==> config.mk <==
export PLATFORM = sky130hd
export DESIGN_NAME = dirty_tile_update_scheduler
export DESIGN_NICKNAME = d
export VERILOG_FILES = /design/src/dtus_pkg.sv /design/src/dirty_tile_update_scheduler.sv
export SDC_FILE = /design/constraint.sdc
export NUM_CORES = 1
export LEC_CHECK = 0
export ABC_AREA = 0
export ABC_CLOCK_PERIOD_IN_PS = 9730
export BUFFER_PORTS_ARGS = -buffer_cell sky130_fd_sc_hd__buf_2
export CELL_PAD_IN_SITES_DETAIL_PLACEMENT = 1
export CELL_PAD_IN_SITES_GLOBAL_PLACEMENT = 2
export CORE_MARGIN = 3
export CORE_UTILIZATION = 48
export DETAILED_ROUTE_END_ITERATION = 8
export PLACE_DENSITY_LB_ADDON = 0.1
export SYNTH_ARGS = -nofsm -noshare
export SYNTH_HDL_FRONTEND = slang
export SYNTH_SLANG_ARGS = --single-unit
==> constraint.sdc <==
create_clock -name clk -period 9.73 [get_ports clk]
set_input_delay 0.973 -clock clk [delete_from_list [all_inputs] [get_ports clk]]
set_output_delay 0.973 -clock clk [all_outputs]
set_load 0.01 [all_outputs]
==> src/dtus_pkg.sv <==
`timescale 1ns / 1ps
// Shared types and codes of the dirty-tile update scheduler.
// No dependencies; taken in by the top level, its checker and the testbench.
package dtus_pkg;

	typedef enum logic [2:0] {
		MODE_CONNECT = 3'd0,
		MODE_ACK     = 3'd1,
		MODE_CLIENT  = 3'd2,
		MODE_POLL    = 3'd3,
		MODE_RETX    = 3'd4,
		MODE_TICK    = 3'd5,
		MODE_CLOSE   = 3'd6
	} mode_t;

	typedef enum logic [2:0] {
		PH_VERSION = 3'd0,
		PH_AUTH    = 3'd1,
		PH_INIT    = 3'd2,
		PH_IDLE    = 3'd3,
		PH_UPDATE  = 3'd4
	} phase_t;

	typedef enum logic [2:0] {
		MSG_VERSION     = 3'd0,
		MSG_AUTH_NONE   = 3'd1,
		MSG_SERVER_INIT = 3'd2,
		MSG_UPDATE_HDR  = 3'd3,
		MSG_UPDATE_TILE = 3'd4
	} msg_t;

	typedef enum logic [3:0] {
		SQ_IDLE,
		SQ_HS,
		SQ_SWEEP,
		SQ_ACK_RD,
		SQ_ACK_DR,
		SQ_ACK_WR,
		SQ_PT_CHK,
		SQ_PT_WR,
		SQ_SCAN_RD,
		SQ_SCAN,
		SQ_HDR,
		SQ_TILE
	} seq_t;

	localparam logic [7:0] MSGT_UPDATE_REQ = 8'd3;
	localparam logic [7:0] MSGT_POINTER    = 8'd5;

	// handshake message sent in a handshake phase
	function automatic msg_t hs_msg(input phase_t p);
		msg_t m;
		unique case (p)
			PH_VERSION: m = MSG_VERSION;
			PH_AUTH:    m = MSG_AUTH_NONE;
			PH_INIT:    m = MSG_SERVER_INIT;
			default:    m = MSG_VERSION;
		endcase
		return m;
	endfunction

	// where a send opportunity leads from a given phase
	function automatic seq_t send_next(input phase_t p);
		seq_t s;
		if (p == PH_UPDATE)
			s = SQ_SCAN_RD;
		else if (p == PH_VERSION || p == PH_AUTH || p == PH_INIT)
			s = SQ_HS;
		else
			s = SQ_IDLE;
		return s;
	endfunction

endpackage

==> src/dirty_tile_update_scheduler.sv <==
`timescale 1ns / 1ps
// Top level of the dirty-tile update scheduler: session phases, dirty-tile map
// and sent-tile list in two synchronous memories. Depends on dtus_pkg.
//
//  channel   | direction | handshake             | word
//  ----------+-----------+-----------------------+--------------------------------------
//  command   | in        | start & !busy         | mode, msg_type, pointer_x/y, incremental
//  config    | in        | cfg_valid & cfg_ready | cfg_data (batch_limit)
//  result    | out       | strobe, one cycle     | message, tile_count, tile_col/row, last
//
// Steps: a word that touches neither memory nor the result port ends in SQ_IDLE;
// a handshake result is sent from SQ_HS. A full refresh marks the dirty map row by
// row in SQ_SWEEP; a pointer mark reads its row in SQ_PT_CHK, writes it in SQ_PT_WR.
// An ack in update clears the sent tiles (SQ_ACK_RD/DR/WR). The scan reads the first row
// (SQ_SCAN_RD), picks tiles row by row (SQ_SCAN); SQ_HDR sends the header, SQ_TILE each tile.
// Reset clears phase, connection and the dirty map (per-row valid bits, no sweep);
// the sent list needs no clearing. Results cannot be stalled; busy holds off commands.
module dirty_tile_update_scheduler #(
	parameter int TILE_COLS   = 16,
	parameter int TILE_ROWS   = 16,
	parameter int TILE_WIDTH  = 8,
	parameter int TILE_HEIGHT = 8,
	parameter int MAX_BATCH   = 16
) (
	input  logic        clk,
	input  logic        arst_n,
	input  logic        start,
	output logic        busy,
	input  logic [2:0]  mode,
	input  logic [7:0]  msg_type,
	input  logic [15:0] pointer_x,
	input  logic [15:0] pointer_y,
	input  logic        incremental,
	input  logic        cfg_valid,
	output logic        cfg_ready,
	input  logic [4:0]  cfg_data,
	output logic        strobe,
	output logic [2:0]  message,
	output logic [4:0]  tile_count,
	output logic [3:0]  tile_col,
	output logic [3:0]  tile_row,
	output logic        last
);
	import dtus_pkg::*;

	localparam int CW = (TILE_COLS > 1) ? $clog2(TILE_COLS) : 1;
	localparam int RW = (TILE_ROWS > 1) ? $clog2(TILE_ROWS) : 1;
	localparam int BW = (MAX_BATCH > 1) ? $clog2(MAX_BATCH) : 1;
	localparam int NW = $clog2(MAX_BATCH + 1);
	localparam int EW = RW + CW;
	localparam logic [RW-1:0] LAST_ROW = RW'(TILE_ROWS - 1);

	// pixel to tile: multiply by a rounded-up reciprocal, exact for 16-bit input
	localparam int MULW = 34;
	localparam int SHX  = 16 + $clog2(TILE_WIDTH);
	localparam int SHY  = 16 + $clog2(TILE_HEIGHT);
	localparam logic [MULW-1:0] RECIP_X =
		MULW'(((64'd1 << SHX) + 64'(TILE_WIDTH) - 64'd1) / 64'(TILE_WIDTH));
	localparam logic [MULW-1:0] RECIP_Y =
		MULW'(((64'd1 << SHY) + 64'(TILE_HEIGHT) - 64'd1) / 64'(TILE_HEIGHT));

	// sequencer and session state
	seq_t            state_q, state_d;
	phase_t          phase_q, phase_d;
	logic            conn_q, conn_d;
	logic            sweep_scan_q, sweep_scan_d;
	logic [4:0]      batch_limit_q;
	logic [NW-1:0]   sent_count_q, sent_count_d;
	logic [NW-1:0]   idx_q, idx_d;
	logic [RW-1:0]   row_q, row_d;
	logic            fresh_q, fresh_d;
	logic [TILE_COLS-1:0] work_q, work_d;
	logic [CW-1:0]   ack_col_q, ack_col_d;
	logic [MULW-1:0] mulx_q, muly_q;

	// decode of the accepted word
	phase_t dec_phase;
	logic   dec_conn;
	logic   dec_sweep_scan;
	seq_t   dec_next;

	// dirty map: one row per entry, valid bits stand in for the reset clear
	logic [TILE_COLS-1:0] dirty_mem [TILE_ROWS];
	logic [TILE_ROWS-1:0] dirty_vld_q;
	logic [TILE_COLS-1:0] dirty_rdata_q;
	logic                 dirty_rvld_q;
	logic                 dirty_we;
	logic [RW-1:0]        dirty_waddr, dirty_raddr;
	logic [TILE_COLS-1:0] dirty_wdata;
	logic [TILE_COLS-1:0] dirty_row;

	// sent list: {row, col} of each tile in the last batch
	logic [EW-1:0] sent_mem [MAX_BATCH];
	logic [EW-1:0] sent_rdata_q;
	logic          sent_we;
	logic [BW-1:0] sent_waddr, sent_raddr;
	logic [EW-1:0] sent_wdata;
	logic [RW-1:0] ent_row;
	logic [CW-1:0] ent_col;
	logic          ent_in;

	logic                 accept;
	logic [NW-1:0]        limit;
	logic [NW-1:0]        idx_nx;
	logic [TILE_COLS-1:0] cur_row;
	logic [CW-1:0]        pick_col;
	logic                 pick_any;
	logic [MULW-1:0]      bx_full, by_full;
	logic                 pt_in;
	logic [CW-1:0]        pt_col;
	logic [RW-1:0]        pt_row;

	assign busy      = (state_q != SQ_IDLE);
	assign cfg_ready = !busy;
	assign accept    = start && !busy;
	assign idx_nx    = idx_q + 1'b1;

	// out-of-range limits: zero counts as one, large values saturate
	always_comb begin
		if (batch_limit_q == '0)
			limit = NW'(1);
		else if (int'(batch_limit_q) > MAX_BATCH)
			limit = NW'(MAX_BATCH);
		else
			limit = NW'(batch_limit_q);
	end

	assign dirty_row = dirty_rvld_q ? dirty_rdata_q : '0;
	assign cur_row   = fresh_q ? dirty_row : work_q;
	assign pick_any  = |cur_row;

	// lowest dirty column of the row under scan
	always_comb begin
		pick_col = '0;
		for (int i = TILE_COLS - 1; i >= 0; i--) begin
			if (cur_row[i])
				pick_col = CW'(i);
		end
	end

	assign bx_full = mulx_q >> SHX;
	assign by_full = muly_q >> SHY;
	assign pt_in   = (bx_full < MULW'(TILE_COLS)) && (by_full < MULW'(TILE_ROWS));
	assign pt_col  = bx_full[CW-1:0];
	assign pt_row  = by_full[RW-1:0];

	assign ent_row = sent_rdata_q[EW-1:CW];
	assign ent_col = sent_rdata_q[CW-1:0];
	assign ent_in  = (int'(ent_row) < TILE_ROWS) && (int'(ent_col) < TILE_COLS);

	// decode the command word against the current phase
	always_comb begin
		dec_phase      = phase_q;
		dec_conn       = conn_q;
		dec_sweep_scan = 1'b0;
		dec_next       = SQ_IDLE;
		unique case (mode)
			MODE_CONNECT: begin
				dec_conn  = 1'b1;
				dec_phase = PH_VERSION;
				dec_next  = SQ_HS;
			end
			MODE_ACK: begin
				if (conn_q) begin
					if (phase_q == PH_UPDATE) begin
						dec_next = SQ_ACK_RD;
					end else if (phase_q != PH_IDLE) begin
						dec_phase = phase_t'(phase_q + 3'd1);
						dec_next  = send_next(dec_phase);
					end
				end
			end
			MODE_CLIENT: begin
				if (conn_q) begin
					if (phase_q != PH_IDLE && phase_q != PH_UPDATE) begin
						dec_next = SQ_HS;
					end else if (msg_type == MSGT_POINTER) begin
						dec_next = SQ_PT_CHK;
					end else if (msg_type == MSGT_UPDATE_REQ && !incremental) begin
						dec_phase      = PH_UPDATE;
						dec_sweep_scan = 1'b1;
						dec_next       = SQ_SWEEP;
					end else begin
						dec_next = send_next(phase_q);
					end
				end
			end
			MODE_POLL: begin
				if (conn_q && (phase_q == PH_IDLE || phase_q == PH_UPDATE))
					dec_next = send_next(phase_q);
			end
			MODE_RETX: begin
				if (conn_q)
					dec_next = send_next(phase_q);
			end
			MODE_TICK: begin
				if (conn_q && phase_q == PH_IDLE) begin
					dec_phase = PH_UPDATE;
					dec_next  = SQ_SWEEP;
				end
			end
			MODE_CLOSE: begin
				dec_conn = 1'b0;
			end
			default: begin
			end
		endcase
	end

	// next state
	always_comb begin
		state_d = state_q;
		unique case (state_q)
			SQ_IDLE: begin
				if (accept)
					state_d = dec_next;
			end
			SQ_HS:
				state_d = SQ_IDLE;
			SQ_SWEEP: begin
				if (row_q == LAST_ROW)
					state_d = sweep_scan_q ? SQ_SCAN_RD : SQ_IDLE;
			end
			SQ_ACK_RD:
				state_d = (idx_q < sent_count_q) ? SQ_ACK_DR : SQ_SCAN_RD;
			SQ_ACK_DR:
				state_d = ent_in ? SQ_ACK_WR : SQ_ACK_RD;
			SQ_ACK_WR:
				state_d = (idx_nx < sent_count_q) ? SQ_ACK_DR : SQ_SCAN_RD;
			SQ_PT_CHK:
				state_d = pt_in ? SQ_PT_WR : send_next(phase_q);
			SQ_PT_WR:
				state_d = SQ_SCAN_RD;
			SQ_SCAN_RD:
				state_d = SQ_SCAN;
			SQ_SCAN: begin
				if (idx_q == limit || (!pick_any && row_q == LAST_ROW))
					state_d = SQ_HDR;
			end
			SQ_HDR:
				state_d = (sent_count_q == '0) ? SQ_IDLE : SQ_TILE;
			SQ_TILE:
				state_d = (idx_nx == sent_count_q) ? SQ_IDLE : SQ_TILE;
			default:
				state_d = SQ_IDLE;
		endcase
	end

	// memory control, datapath updates and result word
	always_comb begin
		phase_d      = phase_q;
		conn_d       = conn_q;
		sweep_scan_d = sweep_scan_q;
		sent_count_d = sent_count_q;
		idx_d        = idx_q;
		row_d        = row_q;
		fresh_d      = fresh_q;
		work_d       = work_q;
		ack_col_d    = ack_col_q;
		dirty_we     = 1'b0;
		dirty_waddr  = row_q;
		dirty_wdata  = '0;
		dirty_raddr  = row_q;
		sent_we      = 1'b0;
		sent_waddr   = idx_q[BW-1:0];
		sent_wdata   = {row_q, pick_col};
		sent_raddr   = idx_q[BW-1:0];
		strobe       = 1'b0;
		message      = MSG_VERSION;
		tile_count   = '0;
		tile_col     = '0;
		tile_row     = '0;
		last         = 1'b0;
		unique case (state_q)
			SQ_IDLE: begin
				if (accept) begin
					phase_d      = dec_phase;
					conn_d       = dec_conn;
					sweep_scan_d = dec_sweep_scan;
					row_d        = '0;
					idx_d        = '0;
				end
			end
			SQ_HS: begin
				strobe  = 1'b1;
				message = hs_msg(phase_q);
				last    = 1'b1;
			end
			SQ_SWEEP: begin
				// mark the whole row dirty, advance
				dirty_we    = 1'b1;
				dirty_wdata = '1;
				row_d       = row_q + 1'b1;
			end
			SQ_ACK_RD: begin
				sent_raddr = idx_q[BW-1:0];
			end
			SQ_ACK_DR: begin
				if (ent_in) begin
					dirty_raddr = ent_row;
					row_d       = ent_row;
					ack_col_d   = ent_col;
				end else begin
					idx_d = idx_nx;
				end
			end
			SQ_ACK_WR: begin
				// drop the acknowledged tile, fetch the next list entry meanwhile
				dirty_we    = 1'b1;
				dirty_wdata = dirty_row & ~(TILE_COLS'(1) << ack_col_q);
				idx_d       = idx_nx;
				sent_raddr  = idx_nx[BW-1:0];
			end
			SQ_PT_CHK: begin
				dirty_raddr = pt_row;
			end
			SQ_PT_WR: begin
				dirty_we    = 1'b1;
				dirty_waddr = pt_row;
				dirty_wdata = dirty_row | (TILE_COLS'(1) << pt_col);
				phase_d     = PH_UPDATE;
			end
			SQ_SCAN_RD: begin
				dirty_raddr = '0;
				row_d       = '0;
				idx_d       = '0;
				fresh_d     = 1'b1;
			end
			SQ_SCAN: begin
				if (idx_q == limit) begin
					sent_count_d = idx_q;
					idx_d        = '0;
				end else if (pick_any) begin
					sent_we = 1'b1;
					idx_d   = idx_nx;
					work_d  = cur_row & (cur_row - 1'b1);
					fresh_d = 1'b0;
				end else if (row_q == LAST_ROW) begin
					// batch not full: phase back to idle
					sent_count_d = idx_q;
					idx_d        = '0;
					phase_d      = PH_IDLE;
				end else begin
					row_d       = row_q + 1'b1;
					dirty_raddr = row_q + 1'b1;
					fresh_d     = 1'b1;
				end
			end
			SQ_HDR: begin
				strobe     = 1'b1;
				message    = MSG_UPDATE_HDR;
				tile_count = 5'(sent_count_q);
				last       = (sent_count_q == '0);
				sent_raddr = '0;
			end
			SQ_TILE: begin
				strobe     = 1'b1;
				message    = MSG_UPDATE_TILE;
				tile_col   = 4'(ent_col);
				tile_row   = 4'(ent_row);
				last       = (idx_nx == sent_count_q);
				sent_raddr = idx_nx[BW-1:0];
				idx_d      = idx_nx;
			end
			default: begin
			end
		endcase
	end

	always_ff @(posedge clk or negedge arst_n) begin
		if (!arst_n) begin
			state_q       <= SQ_IDLE;
			phase_q       <= PH_VERSION;
			conn_q        <= 1'b0;
			sweep_scan_q  <= 1'b0;
			batch_limit_q <= 5'd16;
			sent_count_q  <= '0;
			idx_q         <= '0;
			row_q         <= '0;
			fresh_q       <= 1'b0;
			dirty_vld_q   <= '0;
			dirty_rvld_q  <= 1'b0;
		end else begin
			state_q      <= state_d;
			phase_q      <= phase_d;
			conn_q       <= conn_d;
			sweep_scan_q <= sweep_scan_d;
			sent_count_q <= sent_count_d;
			idx_q        <= idx_d;
			row_q        <= row_d;
			fresh_q      <= fresh_d;
			if (cfg_valid && cfg_ready)
				batch_limit_q <= cfg_data;
			if (dirty_we)
				dirty_vld_q[dirty_waddr] <= 1'b1;
			dirty_rvld_q <= dirty_vld_q[dirty_raddr];
		end
	end

	// payload registers
	always_ff @(posedge clk) begin
		work_q    <= work_d;
		ack_col_q <= ack_col_d;
		if (accept) begin
			mulx_q <= MULW'(pointer_x) * RECIP_X;
			muly_q <= MULW'(pointer_y) * RECIP_Y;
		end
	end

	// dirty map memory
	always_ff @(posedge clk) begin
		if (dirty_we)
			dirty_mem[dirty_waddr] <= dirty_wdata;
		dirty_rdata_q <= dirty_mem[dirty_raddr];
	end

	// sent list memory
	always_ff @(posedge clk) begin
		if (sent_we)
			sent_mem[sent_waddr] <= sent_wdata;
		sent_rdata_q <= sent_mem[sent_raddr];
	end

endmodule

==> impl_metrics.yaml, run 1 <==
setup_path:
  r2r_end: "dirty_rdata_q[0]$_DFF_P_"
  timing.critical_path.from_type: "flip-flop"
  worst_ep_required_time_ns: 10.22
  crit_path_end_kind: "flip-flop"
  worstPathMaxFanout: 68
  r2r_setup_slack_ns: 4.20
  path_class: "reg -> reg"
  worst_r2r_startpoint: "fresh_q$_DFFE_PN0P_"
  r2r_cells: 11
  timing.critical_path.arrival_ns: 6.03
drt:
  drcViolationCount: 0
  ant_nets: 0
  postRouteWirelength_um: 56600
  vias_per_cell: 5.89
  detail_route.wl_per_cell_um: 23.8
  vias: 14000
  drtIter0Drc: 1010
  detail_route.first_pass.iterations: 5
yosys:
  synth_top_cell_by_area: "edfxtp_1"
  synthFlopType: "edfxtp_1"
  share_of_flip_flops_with_an_asynchronous_set_or_reset_pct: 9.22
  synth.yosys.seq_area_share_pct: 66.1
  yosys_warnings: 0
  postSynthCellCount: 1674
  post_synth.cell_area_avg_um2: 13.1
  yosys_register_bits: 499
  synth_top_cells_by_area: "edfxtp_1, dfrtp_1, mux2i_1"
  synth.net_count: 1751
  syn-cell-area_um2: 22000
  synth.distinct_cells: 78
  netlist.area_leader.share_pct: 58.6
  synth_enable_flop_cells: 429
sta:
  slew-limit-headroom_pct: 15.2
  fin_tns_setup_ns: 0
  max_freq_ghz: 0.181
  drv_slew: 0
  worst_slew_pin_slew_ns: 1.27
  grt_setup_unrepaired: "false"
  timing.final.crit_share_pct: 56.9
  setup-violations-final: 0
  hold_viol_final: 0
  clock_skew_ns: 0.0342
  finalCriticalPeriod_ns: 5.53
global_routing:
  number_of_global_route_vias_before_repair: 14500
  overflow: 0
  grt_first_pass_wirelength_um: 87100
  grt_start_max_net_pins: 75
  grt_usage_pct: 23.8
  grt_antenna_before_repair: 0
clock_network:
  cts.sink_count: 499
  cts_hold_bufs: 0
  cts_tree: "yes"
  clk_path_buf_depth: 3
  tritoncts.num_buffers: 52
  cts.clk_slew.worst_paths_ns: 0.06
  cts_resized: 0
  cts_setup_buffers: 0
  clock_latency_ns: 0.61
  cts-htree-levels: 2
  cts-root-buf: "clkbuf_16"
cells_and_area:
  final.fill_count: 4448
  layout-drive-gt1-share_pct: 17.0
  nets: 1818
  finalCoreUtilization_pct: 55.3
  antenna_cells_inserted: 0
  area_growth_syn_to_layout_pct: 12.6
worst_hold_path:
  hold_path_class: "reg -> reg"
  worstHoldStart: "sent_rdata_q[1]$_DFF_P_"
  worstHoldPathCells: 0
  min_delay_worst_endpoint: "ack_col_q[1]$_DFFE_PP_"
pwr:
  power.density_nw_per_um2: 258
  p_leak_nw: 9.26
  worst_voltage_drop_across_the_vdd_grid_mv: 0.146
run_status:
  status: "finished clean"
floorplanning:
  design.portCount: 73
  floorplan.initialDensity_pct: 49.1
  full_die_area_um2: 48400
  fp.dieW_um: 220
  placeableCoreArea_um2: 44700
  chipHeight_um: 220
  num_rows: 77
placed_design:
  gp_congestion: 0.845
  io_buffer_count: 66
  place.detailed.hpwl_um: 35200
flow_run:
  max_cap_viol_count: 0
-- worst max path at each step --
stage                                             from                        end  slack [ns]  cells after the start
after floorplan           batch_limit_q[1]$_DFFE_PN0P_   sent_mem[0][0]$_DFFE_PP_        6.25                      7
after global placement             fresh_q$_DFFE_PN0P_   dirty_rdata_q[0]$_DFF_P_        4.26                     11
after detailed placement           fresh_q$_DFFE_PN0P_   dirty_rdata_q[0]$_DFF_P_        4.20                     11
after CTS                          fresh_q$_DFFE_PN0P_  dirty_rdata_q[13]$_DFF_P_        4.22                     11
after global routing               fresh_q$_DFFE_PN0P_   dirty_rdata_q[2]$_DFF_P_        3.81                     11
final                              fresh_q$_DFFE_PN0P_   dirty_rdata_q[0]$_DFF_P_        4.20                     11
-- kinds of logic (layout without fill, tap and decap cells) --
logic type               after synthesis  after routing  synth area share [%]
AO/OA/AOI/OAI                        372            372                  11.2
XOR/XNOR                               5              5                 0.199
adder cells (fa/ha/maj)               24             24                  1.37
buffers and inverters                120            229                  2.53
multiplexers                         180            180                  8.62
AND/OR/NAND/NOR                      474            474                  10.0
flip-flops                           499            499                  66.1
-- registers in the layout (all words and copies together), names as in the netlist --
name,cells
ack_col_q,4
batch_limit_q,5
conn_q,1
dirty_mem,256
dirty_rdata_q,16
dirty_rvld_q,1
dirty_vld_q,16
fresh_q,1
idx_q,5
mulx_q,13
muly_q,13
phase_q,3
row_q,4
sent_count_q,5
sent_mem,128
sent_rdata_q,8
state_q,4
sweep_scan_q,1
work_q,15
-- power breakdown --
| group | leakage, nW | total [mW] | internal [mW] | switching [mW] |
|---|---|---|---|---|
| Sequential | 4.72 | 2.85 | 2.69 | 0.164 |
| Clock | 0.843 | 2.01 | 1.20 | 0.817 |
| Combinational | 3.70 | 1.51 | 0.535 | 0.978 |
| Total | 9.26 | 6.38 | 4.42 | 1.96 |
-- through the flow --
| stage | hold WS, ns | setup slack [ns] | std cells | total power [mW] | cell area [µm²] |
|---|---|---|---|---|---|
| after global routing | 0.463 | 3.81 | 2375 | 6.70 | 24700 |
| after CTS | 0.452 | 4.22 | 2375 | 6.43 | 24700 |
| after global placement | 0.435 | 4.26 | 2279 | 4.34 | 23000 |
| final | 0.443 | 4.20 | 2375 | 6.38 | 24700 |
| after floorplan | 0.400 | 6.25 | 1674 | 3.91 | 22000 |
| after detailed placement | 0.427 | 4.20 | 2279 | 4.40 | 23000 |
-- worst max-delay path: stages, from the launching register on --
cell,delay [ns]
dfrtp_1,0.60
buf_4,0.34
nand2_1,0.33
o22ai_1,0.23
nor4_4,0.54
o2111ai_1,0.30
o311ai_4,1.02
buf_4,0.98
mux2_2,0.42
nor2_1,0.13
a21oi_1,0.07
a221o_1,0.38
-- routing by layer --
layer | up-vias | wire [µm] | part of all wire (%) | GRT usage [%]
li1 | 6488 | - | - | -
met1 | 7097 | 26000 | 46 | 34.1
met2 | 327 | 26700 | 47 | 38.2
met3 | 81 | 2880 | 5.1 | 4.34
met4 | 0 | 1050 | 1.9 | 5.56
met5 | - | 0 | 0 | 0
-- final cells by class --
type | instances | area (µm²) | area share, %
Multi-Input combinational cell | 1055 | 7020 | 28.4
Tap cell | 592 | 741 | 3.00
Sequential cell | 499 | 14500 | 58.7
Clock inverter | 22 | 293 | 1.18
Clock buffer | 74 | 1450 | 5.84
Inverter | 32 | 120 | 0.486
Timing Repair Buffer | 101 | 593 | 2.40
-- placed cells by master, fill, tap and decap left out, types with 20 or more instances in the layout --
| cell | instances |
|---|---|
| edfxtp_1 | 429 |
| nand2_1 | 150 |
| nor2_1 | 138 |
| mux2i_1 | 106 |
| a21oi_1 | 97 |
| mux2_2 | 74 |
| buf_2 | 66 |
| o21ai_0 | 53 |
| clkbuf_16 | 53 |
| a31oi_1 | 49 |
| dfrtp_1 | 45 |
| buf_4 | 35 |
| a211oi_1 | 33 |
| inv_1 | 31 |
| o22ai_1 | 28 |
| and2_1 | 27 |
| nor2b_1 | 26 |
| ha_1 | 24 |
| dfxtp_1 | 24 |
| nand3_1 | 20 |
| nor3_1 | 20 |
-- cells in the mapped netlist (22+ instances only) --
library cell	number
a211oi_1	33
a21oi_1	97
a31oi_1	49
and2_1	27
clkbuf_1	50
dfrtp_1	45
dfxtp_1	24
edfxtp_1	429
ha_1	24
inv_1	31
mux2_2	74
mux2i_1	106
nand2_1	150
nor2_1	155
nor2b_1	26
nor3_1	22
o21ai_0	53
o22ai_1	28
(Power assumes the default switching activity.)
==> run 2, diff against run 1 <==
--- a/config.mk
+++ b/config.mk
@@ -6,12 +6,12 @@
 export NUM_CORES = 1
 export LEC_CHECK = 0
 export ABC_AREA = 0
-export ABC_CLOCK_PERIOD_IN_PS = 9730
+export ABC_CLOCK_PERIOD_IN_PS = 5500
 export BUFFER_PORTS_ARGS = -buffer_cell sky130_fd_sc_hd__buf_2
 export CELL_PAD_IN_SITES_DETAIL_PLACEMENT = 1
 export CELL_PAD_IN_SITES_GLOBAL_PLACEMENT = 2
 export CORE_MARGIN = 3
-export CORE_UTILIZATION = 48
+export CORE_UTILIZATION = 44
 export DETAILED_ROUTE_END_ITERATION = 8
 export PLACE_DENSITY_LB_ADDON = 0.1
 export SYNTH_ARGS = -nofsm -noshare
==> constraint.sdc (replaced) <==
create_clock -name clk -period 5.5 [get_ports clk]
set_input_delay 0.55 -clock clk [delete_from_list [all_inputs] [get_ports clk]]
set_output_delay 0.55 -clock clk [all_outputs]
set_load 0.01 [all_outputs]
==> run 2 against run 1 <==
Compared with the run above: routed wire length is 2.5% higher; critical path depth stayed put; non-clock buffer count is 13 higher; cell count is 3.5% higher; sequential cell count stayed put; critical path type unchanged; highest routed layer unchanged.
==> impl_metrics.yaml, run 2 (synthesis results as in run 1) <==
setup_path:
  r2r_cells: 11
  r2r_end: "dirty_rdata_q[2]$_DFF_P_"
  critical_path.slowest_cell: "dfrtp_1"
  timing.critical_path.arrival_ns: 4.96
  crit_path_largest_cell_delay_ns: 0.85
  crit_path_end_kind: "flip-flop"
  timing.critical_path.from_type: "flip-flop"
  r2r_setup_slack_ns: 1.02
  crit_path_max_delay_family: "compound AO/OA/AOI/OAI gates"
  path_class: "reg -> reg"
  worstPathMaxFanout: 89
  cpMostUsedCell: "buf_4"
  crit_buf_inv: 3
  path_cells: "buf_4 -> o22a_1 -> nor3b_1 -> o2111ai_1 -> o311ai_4 -> buf_4 -> buf_12 -> mux2_2 -> nor2_1 -> a21oi_1 -> a221o_1"
  worst_r2r_startpoint: "fresh_q$_DFFE_PN0P_"
  worst_ep_required_time_ns: 5.98
cells_and_area:
  finish.instance_area_um2: 24900
  max_flop_register: "dirty_mem"
  area_growth_syn_to_layout_pct: 13.3
  layout-drive-gt1-share_pct: 17.7
  layout_commonest_cell: "edfxtp_1"
  nets: 1830
  reg.largest.list: "dirty_mem (256), sent_mem (128)"
  antenna_cells_inserted: 0
  top_library_cells_by_usage_in_the_layout_fill_and_taps_aside: "edfxtp_1, nand2_1, nor2_1"
  largest_register_ffs: 256
  final.fill_count: 4929
drt:
  vias: 14200
  vias_per_cell: 5.75
  detail_route.first_pass.iterations: 5
  postRouteWirelength_um: 58000
  ant_nets: 0
  drtIter0Drc: 1046
  drcViolationCount: 0
  detail_route.wl_per_cell_um: 23.6
sta:
  max_freq_ghz: 0.223
  worst_slew_pin_slew_ns: 1.18
  drv_slew: 0
  fin_tns_setup_ns: 0
  grt_setup_unrepaired: "false"
  clock_skew_ns: 0.0199
  finalCriticalPeriod_ns: 4.48
  hold_viol_final: 0
  timing.final.crit_share_pct: 81.5
  fin_worst_hold_slack_ns: 0.0597
  slew-limit-headroom_pct: 21.2
  setup-violations-final: 0
global_routing:
  grt_start_max_net_pins: 90
  overflow: 0
  grt_first_pass_wirelength_um: 88900
  number_of_global_route_vias_before_repair: 14700
  grt_usage_pct: 22.0
  grt_antenna_before_repair: 2
clock_network:
  cts-root-buf: "clkbuf_16"
  cts_hold_bufs: 0
  cts_tree: "yes"
  cts-htree-levels: 2
  cts_setup_buffers: 0
  cts.sink_count: 499
  tritoncts.num_buffers: 51
  clock_latency_ns: 0.60
  cts.clk_slew.worst_paths_ns: 0.06
  clk_path_buf_depth: 3
  cts_resized: 0
run_status:
  status: "finished clean"
floorplanning:
  full_die_area_um2: 52600
  design.portCount: 73
  chipHeight_um: 229
  floorplan.initialDensity_pct: 44.7
  num_rows: 81
  fp.dieW_um: 229
  placeableCoreArea_um2: 49200
placed_design:
  place.detailed.hpwl_um: 36700
  gp_congestion: 0.847
  io_buffer_count: 66
  placed_cell_area_um2: 23200
pwr:
  power.density_nw_per_um2: 452
  worst_voltage_drop_across_the_vdd_grid_mv: 0.342
  p_leak_nw: 9.33
flow_run:
  max_cap_viol_count: 0
worst_hold_path:
  hold_path_class: "in -> async"
[run 2: power breakdown]
group	internal (mW)	total [mW]	switching [mW]
Sequential	4.75	5.06	0.306
Combinational	0.982	2.72	1.74
Clock	2.02	3.48	1.46
Total	7.76	11.3	3.50
[run 2: through the flow]
stage | power (mW) | utilization, % | setup WS (ns) | cells
after floorplan | 6.92 | - | 2.02 | 1674
after global placement | 7.76 | 47.2 | 1.15 | 2363
after detailed placement | 7.84 | 47.2 | 1.09 | 2363
after CTS | 11.3 | 50.6 | 1.06 | 2458
after global routing | 11.8 | 50.6 | 0.785 | 2459
final | 11.3 | 50.6 | 1.02 | 2459
[run 2: layout make-up]
class / instances / area (µm²) / share of cell area, %
Clock buffer: 66 / 1400 / 5.60
Clock inverter: 29 / 275 / 1.11
Inverter: 32 / 120 / 0.483
Multi-Input combinational cell: 1055 / 7010 / 28.2
Sequential cell: 499 / 14500 / 58.3
Tap cell: 664 / 831 / 3.34
Timing Repair Buffer: 114 / 741 / 2.98
[run 2: how the worst max path moves through the flow]
| stage | from | to | depth (start not counted) |
|---|---|---|---|
| CTS | fresh_q$_DFFE_PN0P_ | dirty_rdata_q[2]$_DFF_P_ | 11 |
| detailed placement | fresh_q$_DFFE_PN0P_ | dirty_rdata_q[2]$_DFF_P_ | 11 |
| floorplan | batch_limit_q[1]$_DFFE_PN0P_ | sent_mem[0][0]$_DFFE_PP_ | 7 |
| global placement | fresh_q$_DFFE_PN0P_ | dirty_rdata_q[4]$_DFF_P_ | 11 |
| global route | fresh_q$_DFFE_PN0P_ | dirty_rdata_q[12]$_DFF_P_ | 11 |
| finish | fresh_q$_DFFE_PN0P_ | dirty_rdata_q[2]$_DFF_P_ | 11 |
[run 2: routing by layer]
metal,track usage [%],vias up,part of all wire [%]
li1,-,6505,-
met1,31.3,7293,46
met2,35.8,268,47
met3,2.80,85,4.2
met4,5.80,0,2.3
met5,0,-,0
[run 2: worst reg2reg max path: stages (launching register included)]
cell,delay [ns]
dfrtp_1,0.85
buf_4,0.38
o22a_1,0.26
nor3b_1,0.50
o2111ai_1,0.30
o311ai_4,0.35
buf_4,0.23
buf_12,0.42
mux2_2,0.57
nor2_1,0.10
a21oi_1,0.06
a221o_1,0.35
==> run 3, diff against run 2 <==
--- a/config.mk
+++ b/config.mk
@@ -6,12 +6,12 @@
 export NUM_CORES = 1
 export LEC_CHECK = 0
 export ABC_AREA = 0
-export ABC_CLOCK_PERIOD_IN_PS = 5500
+export ABC_CLOCK_PERIOD_IN_PS = 4100
 export BUFFER_PORTS_ARGS = -buffer_cell sky130_fd_sc_hd__buf_2
 export CELL_PAD_IN_SITES_DETAIL_PLACEMENT = 1
 export CELL_PAD_IN_SITES_GLOBAL_PLACEMENT = 2
 export CORE_MARGIN = 3
-export CORE_UTILIZATION = 44
+export CORE_UTILIZATION = 40
 export DETAILED_ROUTE_END_ITERATION = 8
 export PLACE_DENSITY_LB_ADDON = 0.1
 export SYNTH_ARGS = -nofsm -noshare
==> constraint.sdc (replaced) <==
create_clock -name clk -period 4.1 [get_ports clk]
set_input_delay 0.41 -clock clk [delete_from_list [all_inputs] [get_ports clk]]
set_output_delay 0.41 -clock clk [all_outputs]
set_load 0.01 [all_outputs]
==> run 3 against run 2 <==
Compared with the run above: sequential cell count is the same; total power grew 34%; global-route usage shrank 0.98 points; clock skew grew 0.013 ns; setup slack lost 0.67 ns; sequential power grew 33%; critical endpoint is now dirty_rdata_q[0]$_DFF_P_.
==> impl_metrics.yaml, run 3 (synthesis results as in run 1) <==
run_status:
  status: "finished clean"
cells_and_area:
  final.fill_count: 5476
  reg.largest.list: "dirty_mem (256), sent_mem (128)"
  antenna_cells_inserted: 0
  layout_commonest_cell: "edfxtp_1"
  layout-drive-gt1-share_pct: 19.0
  area_growth_syn_to_layout_pct: 16.5
  top_library_cells_by_usage_in_the_layout_fill_and_taps_aside: "edfxtp_1, nand2_1, nor2_1"
  max_flop_register: "dirty_mem"
  largest_register_ffs: 256
  nets: 1901
  final-instance-count-excl-fill: 2562
floorplanning:
  placeableCoreArea_um2: 54000
  full_die_area_um2: 57800
  num_rows: 85
  chipHeight_um: 240
  floorplan.initialDensity_pct: 40.7
  design.portCount: 73
  fp.dieW_um: 240
pwr:
  p_leak_nw: 9.64
  power.density_nw_per_um2: 591
  totalPowerFinal_mw: 15.1
  worst_voltage_drop_across_the_vdd_grid_mv: 0.426
sta:
  hold_viol_final: 0
  timing.final.crit_share_pct: 91.5
  max_freq_ghz: 0.267
  drv_slew: 0
  clock_skew_ns: 0.0332
  fin_tns_setup_ns: 0
  worst_slew_pin_slew_ns: 1.36
  finalCriticalPeriod_ns: 3.75
  slew-limit-headroom_pct: 9.32
  setup-violations-final: 0
  grt_setup_unrepaired: "false"
global_routing:
  grt_first_pass_wirelength_um: 91600
  grt_start_max_net_pins: 65
  overflow: 0
  grt_usage_pct: 21.0
  number_of_global_route_vias_before_repair: 14900
  grt_antenna_before_repair: 0
drt:
  ant_nets: 0
  drtIter0Drc: 946
  drcViolationCount: 0
  vias: 14200
  detail_route.wl_per_cell_um: 23.2
  vias_per_cell: 5.56
  postRouteWirelength_um: 59400
  detail_route.first_pass.iterations: 5
setup_path:
  worst_ep_required_time_ns: 4.58
  cpMostUsedCell: "buf_4"
  path_cells: "buf_4 -> o22a_1 -> nor3b_1 -> buf_4 -> o2111ai_1 -> o311ai_4 -> buf_12 -> buf_4 -> mux2_2 -> nor2_1 -> a21oi_1 -> a221o_1"
  worstPathMaxFanout: 24
  crit_buf_inv: 4
  path_class: "reg -> reg"
  timing.critical_path.from_type: "flip-flop"
  timing.critical_path.arrival_ns: 4.23
  crit_path_end_kind: "flip-flop"
  critical_path.slowest_cell: "dfrtp_1"
  crit_path_largest_cell_delay_ns: 0.69
  crit_path_max_delay_family: "compound AO/OA/AOI/OAI gates"
worst_hold_path:
  hold_path_class: "in -> reg"
clock_network:
  clk_path_buf_depth: 3
  tritoncts.num_buffers: 54
  cts_tree: "yes"
  cts.clk_slew.worst_paths_ns: 0.06
  clock_latency_ns: 0.62
  cts-htree-levels: 2
  cts.sink_count: 499
  cts-root-buf: "clkbuf_16"
  cts_setup_buffers: 0
  cts_resized: 0
placed_design:
  gp_congestion: 0.827
  post-place-cells: 2439
  place.detailed.hpwl_um: 37800
  io_buffer_count: 66
flow_run:
  max_cap_viol_count: 0
## run 3: final cells by class
cell class / count / area [µm²] / share of cell area [%]
clock buffers: 78 / 1470 / 5.75
clock inverters: 20 / 151 / 0.592
inverters: 32 / 120 / 0.470
multi-input cells: 1055 / 7000 / 27.4
flip-flops and latches: 499 / 14500 / 56.7
well taps: 696 / 871 / 3.40
repair buffers: 182 / 1450 / 5.67
## run 3: power breakdown
group / internal, mW / switching, mW / total [mW]
combinational: 1.45 / 2.42 / 3.87
clock: 2.55 / 1.96 / 4.52
sequential: 6.38 / 0.359 / 6.74
## run 3: timing repair
item	in CTS	in global routing
hold endpoints to repair	38	1
setup endpoints to repair	0	0
hold buffers	24	1
## run 3: per-layer routing
metal  vias to the layer above  routed length, µm  global-route usage, %
met5                         -                  0                      0
met4                         0                982                   4.23
met3                        68               2010                   3.11
met2                       214              28400                   34.6
met1                      7323              28000                   29.8
li1                       6640                  -                      -
## run 3: path summary, 6_finish.rpt
path | startpoint | end | slack, ns | cells after the start
max | fresh_q$_DFFE_PN0P_ | dirty_rdata_q[0]$_DFF_P_ | 0.35 | 12
min | cfg_data[1] | batch_limit_q[1]$_DFFE_PN0P_ | 0.04 | 2
max reg2reg | fresh_q$_DFFE_PN0P_ | dirty_rdata_q[0]$_DFF_P_ | 0.35 | 12
min reg2reg | dirty_vld_q[10]$_DFFE_PN0P_ | dirty_vld_q[10]$_DFFE_PN0P_ | 0.46 | 1
max in group asynchronous | arst_n | dirty_vld_q[3]$_DFFE_PN0P_ | 3.04 | 3
min in group asynchronous | arst_n | conn_q$_DFFE_PN0P_ | 0.27 | 2
## run 3: stage by stage
stage	utilization (%)	hold slack (ns)	worst slack (ns)	instance area, µm²
2_1_floorplan	-	0.114	0.615	22000
3_3_place_gp	43.9	0.366	0.431	23700
3_5_place_dp	43.9	0.371	0.389	23700
4_1_cts	47.3	0.00476	0.354	25600
5_1_grt	47.3	0.00193	0.0994	25600
6_report	47.3	0.0353	0.349	25600
